## src/rtl/ttu_pkg.sv

```systemverilog
`default_nettype none

package ttu_pkg;

  localparam int VALUE_W  = 64;
  localparam int OFFSET_W = 13;
  localparam int BASE_W   = 5;

  localparam logic [7:0] CHAR_0  = 8'h30;
  localparam logic [7:0] CHAR_9  = 8'h39;
  localparam logic [7:0] CHAR_LA = 8'h61;
  localparam logic [7:0] CHAR_LF = 8'h66;
  localparam logic [7:0] CHAR_UA = 8'h41;
  localparam logic [7:0] CHAR_UF = 8'h46;
  localparam logic [7:0] CHAR_LX = 8'h78;
  localparam logic [7:0] CHAR_UX = 8'h58;

  localparam logic [BASE_W-1:0] BASE_AUTO = 5'd0;
  localparam logic [BASE_W-1:0] BASE_DEC  = 5'd10;
  localparam logic [BASE_W-1:0] BASE_HEX  = 5'd16;

  localparam logic [OFFSET_W-1:0] OFFSET_MAX = 13'd8191;

  typedef struct packed {
    logic [7:0] char_byte;
    logic       first_of_string;
  } in_req_t;

  typedef struct packed {
    logic [VALUE_W-1:0]  parsed_value;
    logic [OFFSET_W-1:0] end_offset;
  } out_req_t;

  typedef struct packed {
    logic       is_digit;
    logic [3:0] value;
    logic       is_zero;
    logic       is_x;
  } char_class_t;

endpackage

`default_nettype wire

```

## src/rtl/text_to_unsigned_parser.sv

```systemverilog
// Streaming text-to-unsigned converter, one character per request.
// Input channel: in_valid, in_stall and in_req carry one character and a flag
// that marks the first character of a new string. Configuration: cfg_we and
// cfg_wdata write the base register (0 selects hex after 0x/0X, else decimal);
// a new value applies from the next first character.
// Output channel: out_valid, out_stall and out_req give one request per string,
// the value and the characters consumed, when a character is not accepted.
// A character is captured in an input register, then classified and folded into
// the accumulator with one 64 by 5 bit multiply-add once the output is free, and
// the result is registered in the output register when the terminating character
// is folded. One character is accepted every cycle while in_stall is low; the
// accumulator feedback loop through the multiply-add sets that rate.
// While the output register holds an unaccepted request under out_stall, the
// character in the input register waits and in_stall is raised.
// Synchronous reset clears the base to 0 and leaves the converter waiting for
// a first character; characters not marked first are ignored until then.
`default_nettype none

module text_to_unsigned_parser #(
  parameter int MAX_CHARS = 4096
) (
  input  wire logic              clk,
  input  wire logic              rst_n,
  input  wire logic              in_valid,
  output logic                   in_stall,
  input  wire ttu_pkg::in_req_t  in_req,
  output logic                   out_valid,
  input  wire logic              out_stall,
  output ttu_pkg::out_req_t      out_req,
  input  wire logic              cfg_we,
  input  wire logic [4:0]        cfg_wdata
);
  import ttu_pkg::*;

  localparam logic [OFFSET_W-1:0] OFFSET_CAP =
    (MAX_CHARS < 8191) ? OFFSET_W'(MAX_CHARS) : OFFSET_MAX;

  logic              s1_valid_r, s1_valid_nxt;
  in_req_t           s1_req_r;
  logic [BASE_W-1:0] base_mode_r;
  logic              out_free;
  logic              step;
  char_class_t       cls;

  assign step         = s1_valid_r && out_free;
  assign in_stall     = s1_valid_r && !out_free;
  assign s1_valid_nxt = (in_valid && !in_stall) || (s1_valid_r && !step);

  always_ff @(posedge clk) begin
    if (!rst_n) begin
      s1_valid_r  <= 1'b0;
      base_mode_r <= BASE_AUTO;
    end else begin
      s1_valid_r <= s1_valid_nxt;
      if (cfg_we) begin
        base_mode_r <= cfg_wdata;
      end
    end
  end

  always_ff @(posedge clk) begin
    if (in_valid && !in_stall) begin
      s1_req_r <= in_req;
    end
  end

  ttu_decode u_decode (
    .char_byte (s1_req_r.char_byte),
    .cls       (cls)
  );

  ttu_core #(
    .OFFSET_CAP (OFFSET_CAP)
  ) u_core (
    .clk       (clk),
    .rst_n     (rst_n),
    .step      (step),
    .first     (s1_req_r.first_of_string),
    .cls       (cls),
    .base_mode (base_mode_r),
    .out_stall (out_stall),
    .out_free  (out_free),
    .out_valid (out_valid),
    .out_req   (out_req)
  );

  a_stall_cause: assert property (@(posedge clk) disable iff (!rst_n)
    in_stall |-> (out_valid && out_stall))
    else $error("input stalled without a held result");

  a_result_source: assert property (@(posedge clk) disable iff (!rst_n)
    $rose(out_valid) |-> $past(s1_valid_r))
    else $error("result appeared without a processed character");

  a_offset_cap: assert property (@(posedge clk) disable iff (!rst_n)
    out_valid |-> (out_req.end_offset <= OFFSET_CAP))
    else $error("end offset beyond its saturation limit");

endmodule

`default_nettype wire

```

## src/rtl/ttu_decode.sv

```systemverilog
`default_nettype none

module ttu_decode (
  input  wire logic [7:0]          char_byte,
  output ttu_pkg::char_class_t     cls
);
  import ttu_pkg::*;

  always_comb begin
    cls          = '0;
    cls.is_zero  = (char_byte == CHAR_0);
    cls.is_x     = (char_byte == CHAR_LX) || (char_byte == CHAR_UX);
    if (char_byte inside {[CHAR_0:CHAR_9]}) begin
      cls.is_digit = 1'b1;
      cls.value    = 4'(char_byte - CHAR_0);
    end else if (char_byte inside {[CHAR_LA:CHAR_LF]}) begin
      cls.is_digit = 1'b1;
      cls.value    = 4'(char_byte - CHAR_LA + 8'd10);
    end else if (char_byte inside {[CHAR_UA:CHAR_UF]}) begin
      cls.is_digit = 1'b1;
      cls.value    = 4'(char_byte - CHAR_UA + 8'd10);
    end
  end

endmodule

`default_nettype wire

```

## src/rtl/ttu_core.sv

```systemverilog
`default_nettype none

module ttu_core #(
  parameter logic [12:0] OFFSET_CAP = 13'd4096
) (
  input  wire logic                  clk,
  input  wire logic                  rst_n,
  input  wire logic                  step,
  input  wire logic                  first,
  input  wire ttu_pkg::char_class_t  cls,
  input  wire logic [4:0]            base_mode,
  input  wire logic                  out_stall,
  output logic                       out_free,
  output logic                       out_valid,
  output ttu_pkg::out_req_t          out_req
);
  import ttu_pkg::*;

  logic [VALUE_W-1:0]  acc_r, acc_nxt;
  logic [OFFSET_W-1:0] cnt_r, cnt_nxt;
  logic [BASE_W-1:0]   base_r, base_nxt;
  logic                pp_r, pp_nxt;
  logic                stopped_r, stopped_nxt;
  logic                out_valid_r, out_valid_nxt;
  out_req_t            out_req_r, out_req_nxt;

  logic [VALUE_W-1:0]        eff_acc;
  logic [OFFSET_W-1:0]       eff_cnt;
  logic [BASE_W-1:0]         eff_base;
  logic                      do_take;
  logic                      accept_dig;
  logic [VALUE_W+BASE_W-1:0] prod;
  logic [OFFSET_W-1:0]       cnt_inc;
  logic                      result;

  assign out_free  = !out_valid_r || !out_stall;
  assign out_valid = out_valid_r;
  assign out_req   = out_req_r;

  always_comb begin
    acc_nxt     = acc_r;
    cnt_nxt     = cnt_r;
    base_nxt    = base_r;
    pp_nxt      = pp_r;
    stopped_nxt = stopped_r;
    eff_acc     = acc_r;
    eff_cnt     = cnt_r;
    eff_base    = base_r;
    do_take     = 1'b0;
    result      = 1'b0;

    if (first) begin
      eff_acc  = '0;
      eff_cnt  = '0;
      eff_base = base_mode;
      pp_nxt   = 1'b0;
      if ((base_mode == BASE_AUTO || base_mode == BASE_HEX) && cls.is_zero) begin
        pp_nxt = 1'b1;
      end else begin
        if (base_mode == BASE_AUTO) begin
          eff_base = BASE_DEC;
        end
        do_take = 1'b1;
      end
    end else if (!stopped_r) begin
      if (pp_r) begin
        pp_nxt = 1'b0;
        if (cls.is_x) begin
          eff_base = BASE_HEX;
        end else begin
          if (base_r == BASE_AUTO) begin
            eff_base = BASE_DEC;
          end
          do_take = 1'b1;
        end
      end else begin
        do_take = 1'b1;
      end
    end

    cnt_inc    = (eff_cnt < OFFSET_CAP) ? eff_cnt + 13'd1 : eff_cnt;
    accept_dig = cls.is_digit && ({1'b0, cls.value} < eff_base);
    prod       = eff_acc * eff_base;

    if (first || !stopped_r) begin
      acc_nxt     = eff_acc;
      base_nxt    = eff_base;
      cnt_nxt     = cnt_inc;
      stopped_nxt = 1'b0;
      if (do_take) begin
        if (accept_dig) begin
          acc_nxt = prod[VALUE_W-1:0] + VALUE_W'(cls.value);
        end else begin
          cnt_nxt     = eff_cnt;
          stopped_nxt = 1'b1;
          result      = 1'b1;
        end
      end
    end

    out_req_nxt.parsed_value = eff_acc;
    out_req_nxt.end_offset   = eff_cnt;

    if (step && result) begin
      out_valid_nxt = 1'b1;
    end else if (out_stall) begin
      out_valid_nxt = out_valid_r;
    end else begin
      out_valid_nxt = 1'b0;
    end
  end

  always_ff @(posedge clk) begin
    if (!rst_n) begin
      acc_r       <= '0;
      cnt_r       <= '0;
      base_r      <= '0;
      pp_r        <= 1'b0;
      stopped_r   <= 1'b1;
      out_valid_r <= 1'b0;
    end else begin
      if (step) begin
        acc_r     <= acc_nxt;
        cnt_r     <= cnt_nxt;
        base_r    <= base_nxt;
        pp_r      <= pp_nxt;
        stopped_r <= stopped_nxt;
      end
      out_valid_r <= out_valid_nxt;
    end
  end

  always_ff @(posedge clk) begin
    if (step && result) begin
      out_req_r <= out_req_nxt;
    end
  end

endmodule

`default_nettype wire
```

## config.mk

```make
export PLATFORM = sky130hd
export DESIGN_NAME = text_to_unsigned_parser
export DESIGN_NICKNAME = d
export VERILOG_FILES = /design/src/rtl/ttu_pkg.sv /design/src/rtl/text_to_unsigned_parser.sv /design/src/rtl/ttu_decode.sv /design/src/rtl/ttu_core.sv
export SDC_FILE = /design/constraint.sdc
export NUM_CORES = 1
export LEC_CHECK = 0
export ABC_AREA = 0
export BUFFER_PORTS_ARGS = -buffer_cell sky130_fd_sc_hd__buf_4
export CAP_MARGIN = 20
export CORE_MARGIN = 3
export CORE_UTILIZATION = 55
export DETAILED_ROUTE_END_ITERATION = 12
export MAX_ROUTING_LAYER = met4
export PLACE_DENSITY_LB_ADDON = 0.1
export SETUP_SLACK_MARGIN = 0.5
export SLEW_MARGIN = 20
export SYNTH_ARGS = -nofsm -noshare
export SYNTH_HDL_FRONTEND = slang
export SYNTH_SLANG_ARGS = --single-unit
```

## constraint.sdc

```tcl
create_clock -name clk -period 6.4 [get_ports clk]
set_clock_uncertainty 0.15 [all_clocks]
set_input_delay 0.64 -clock clk [delete_from_list [all_inputs] [get_ports clk]]
set_output_delay 0.64 -clock clk [all_outputs]
set_load 0.01 [all_outputs]
```

==> metrics.txt <==
outcome=complete, no violations; Leak=10.1 nW; TritonCTS clock tree=done; worst skew pair latency=0.46 ns; Final Hold Vio Count=0; CTS Root Cell=clkbuf_16; # clock sinks=177; Placeable Area=31800 µm²; Initial Util=56.2%; PortBufs=97; Worst Reg2Reg Path Length in Cells=22; DP HPWL=33400 µm; switching share of power=28.1%; Pwr Total=2.58 mW; CP max FO=7; Nets=2512; Clk pwr share=42.8%; Pre-Repair DR Iteration Count=6; die width=186 µm; initial antenna violation count=0; die height=186 µm; via count=14708; grt total ovfl=0; final worst slack=0.308 ns; sw power=0.726 mW; Slew HR=30.5%; VDD IR-drop max=0.200 mV; Synthesis Warnings=0; maximum root-to-sink buffer count=2; vias in the first global route=14664; worst path required time=6.57 ns; pin count of the biggest net entering global routing=62; routed vias/inst=5.61; fin crit share=95.2%; first-pass GRT wire length=75000 µm; Area growth syn-to-layout=17.2%; Setup-failing EPs final=0; Fillers=2700; kind of critical path=reg -> reg; fin crit period=6.09 ns; number of cell rows=65; H-tree depth=4; Min Hold Slack=0.205 ns; post-route cell area=20900 µm²; async set-reset flop share out of synthesis=0%; cts bufs inserted=17; Pwr per Cell Area=123 nW/µm²; Place WS=0.126 ns; syn_nets=2405; Mapped Area=17900 µm²; DRT iter0 DRCs=1103; fin cells=2624; combinational fraction of design power=10.2%; GR Util All Layers=27.7%; syn avg cell area=8.64 µm²; sequential area share after synthesis=24.6%; Seq pwr share=47.0%; Mapped Cells=2069; Total Wirelength=46900 µm; hold path cells=1; Most used DFF post-synth=dfxtp_1; placed cell areas=19200 µm²; Power Internal=1.86 mW; Final ANT Viol Nets=0; #FFs+latches synth=177; RSZ-0062 raised after global routing=yes; min-delay worst type=in -> reg; dpl cells=2554; Least-Margin Pin Slew=1.04 ns; post-synth cell types=79; fin. max-slew vios=0; Post-synth EDFFs=86; DRC=0; Setup TNS=0 ns; full die area=34700 µm²; fraction of layout instances using a drive strength above 1=16.1%; CP endpoint kind=register; Worst EP arrival=6.27 ns; DR WL/cell=17.9 µm; antenna fix cells=0; clk slew on worst S/H paths=0.08 ns; Final GP Congestion=0.933; fin util=65.8%; Setup crit start kind=register; Fmax achieved=164 MHz; Max Cap Viol=0; top-level port count=98
[synthesized netlist by cell type (all sizes together) (5+ instances only)]
master,n,area (µm²)
o211ai,5,37.5
clkbuf,76,285
a21o,32,240
nor2,272,1020
a211oi,10,87.6
nand2b,67,419
buf,15,73.8
o31ai,6,50.1
a21oi,79,395
o21a,9,67.6
a22oi,36,270
or3,6,37.5
nand2,104,393
inv,359,1350
o21ai,83,445
a311oi,6,71.3
nand3,30,150
dfxtp,91,1820
a21boi,5,37.5
and2,79,494
nand4,21,131
xor2,33,289
mux2i,9,90.1
nor2b,33,206
fa,182,3640
o21bai,12,97.6
and3,67,419
nor3,16,80.1
edfxtp,86,2580
a31oi,17,106
xnor2,33,289
ha,135,1690
[cells in the final DEF (no fill, tap or decap), types with 14 or more instances in the layout]
cell and instances:
nand2_1 101, nand4_1 21, buf_4 156, nand2b_1 67, ha_2 14, edfxtp_1 86, nor2b_1 32, a22oi_1 34
xnor2_1 32, clkbuf_16 20, dfxtp_1 90, inv_1 350, nor2_1 258, xor2_1 33, o21ai_0 41, and3_1 66
a21o_1 32, a21oi_1 60, nand3_1 30, and2_1 78, o21ai_1 27, ha_1 109, fa_1 179, a21oi_2 15
[registers in the layout, summed over array words and instances, names as in the netlist]
signal            count
u_core.pp_r           1
base_mode_r           5
u_core.out_valid      1
u_core.out_req       77
u_core.acc_r         64
s1_req_r              9
u_core.base_r         5
u_core.cnt_r         13
u_core.stopped_r      1
s1_valid_r            1
[critical path: stages (launching register included)]
cell	delay (ns)
edfxtp_1	0.39
inv_2	0.07
ha_2	0.16
and4b_2	0.28
buf_6	0.13
a311oi_4	0.46
buf_4	0.22
clkbuf_16	0.18
nor2_4	0.05
fa_2	0.40
fa_1	0.50
inv_1	0.05
fa_1	0.54
inv_1	0.07
ha_4	0.24
a21o_1	0.20
a31o_4	0.24
or4_4	0.56
o21ai_4	0.29
o21ai_4	0.10
a41oi_4	0.26
mux2i_2	0.28
a311oi_2	0.12
[repair_timing]
item                                   CTS  global route
cloned                                   1             4
endpoints found under the hold margin    0             0
setup buffers                           13            20
hold buffers                             0             0
resized for setup                       40           130
setup endpoints to repair               41            42
pin swaps                               13            34
[worst paths after layout]
kind / slack [ns] / end / start
setup / recovery: 0.31 / u_core.acc_r[61] / s1_req_r[2]
hold / removal: 0.20 / s1_req_r[2] / in_req[2]
setup reg to reg: 0.31 / u_core.acc_r[61] / s1_req_r[2]
hold reg to reg: 0.33 / u_core.cnt_r[1] / u_core.cnt_r[1]
[power by group through the flow]
stage / Combinational [mW] / Clock, mW / Sequential [mW]
6_report: 0.263 / 1.11 / 1.21
5_1_grt: 0.279 / 1.17 / 1.22
4_1_cts: 0.239 / 1.13 / 1.21
3_5_place_dp: 0.220 / 0 / 1.24
3_3_place_gp: 0.217 / 0 / 1.24
2_1_floorplan: 0.123 / 0 / 1.24
[cell families after synthesis]
| logic type | Yosys count | share of synthesized area (%) |
|---|---|---|
| adder cells (fa/ha/maj) | 317 | 29.8 |
| AO/OA/AOI/OAI | 331 | 12.3 |
| multiplexers | 10 | 0.567 |
| XOR/XNOR | 66 | 3.24 |
| AND/OR/NAND/NOR | 717 | 19.8 |
| flip-flops | 177 | 24.6 |
| buffers and inverters | 451 | 9.57 |
[routing by layer]
metal | vias to the layer above | GRT usage (%) | routed length [µm]
met5 | - | - | 0
met4 | 0 | 7.51 | 1210
met3 | 86 | 4.18 | 3040
met2 | 507 | 42.3 | 21600
met1 | 7203 | 38.8 | 21100
li1 | 6912 | - | -
[layout make-up]
cell class                      count  area, µm²  share of cell area (%)
Clock buffer                       18        429                    2.05
Clock inverter                     14        188                   0.896
Inverter                          360       1350                    6.45
Multi-Input combinational cell   1441      12500                    59.5
Sequential cell                   177       4410                    21.0
Tap cell                          435        544                    2.60
Timing Repair Buffer              179       1560                    7.46
Note: power is estimated with default switching activity, not from simulation.
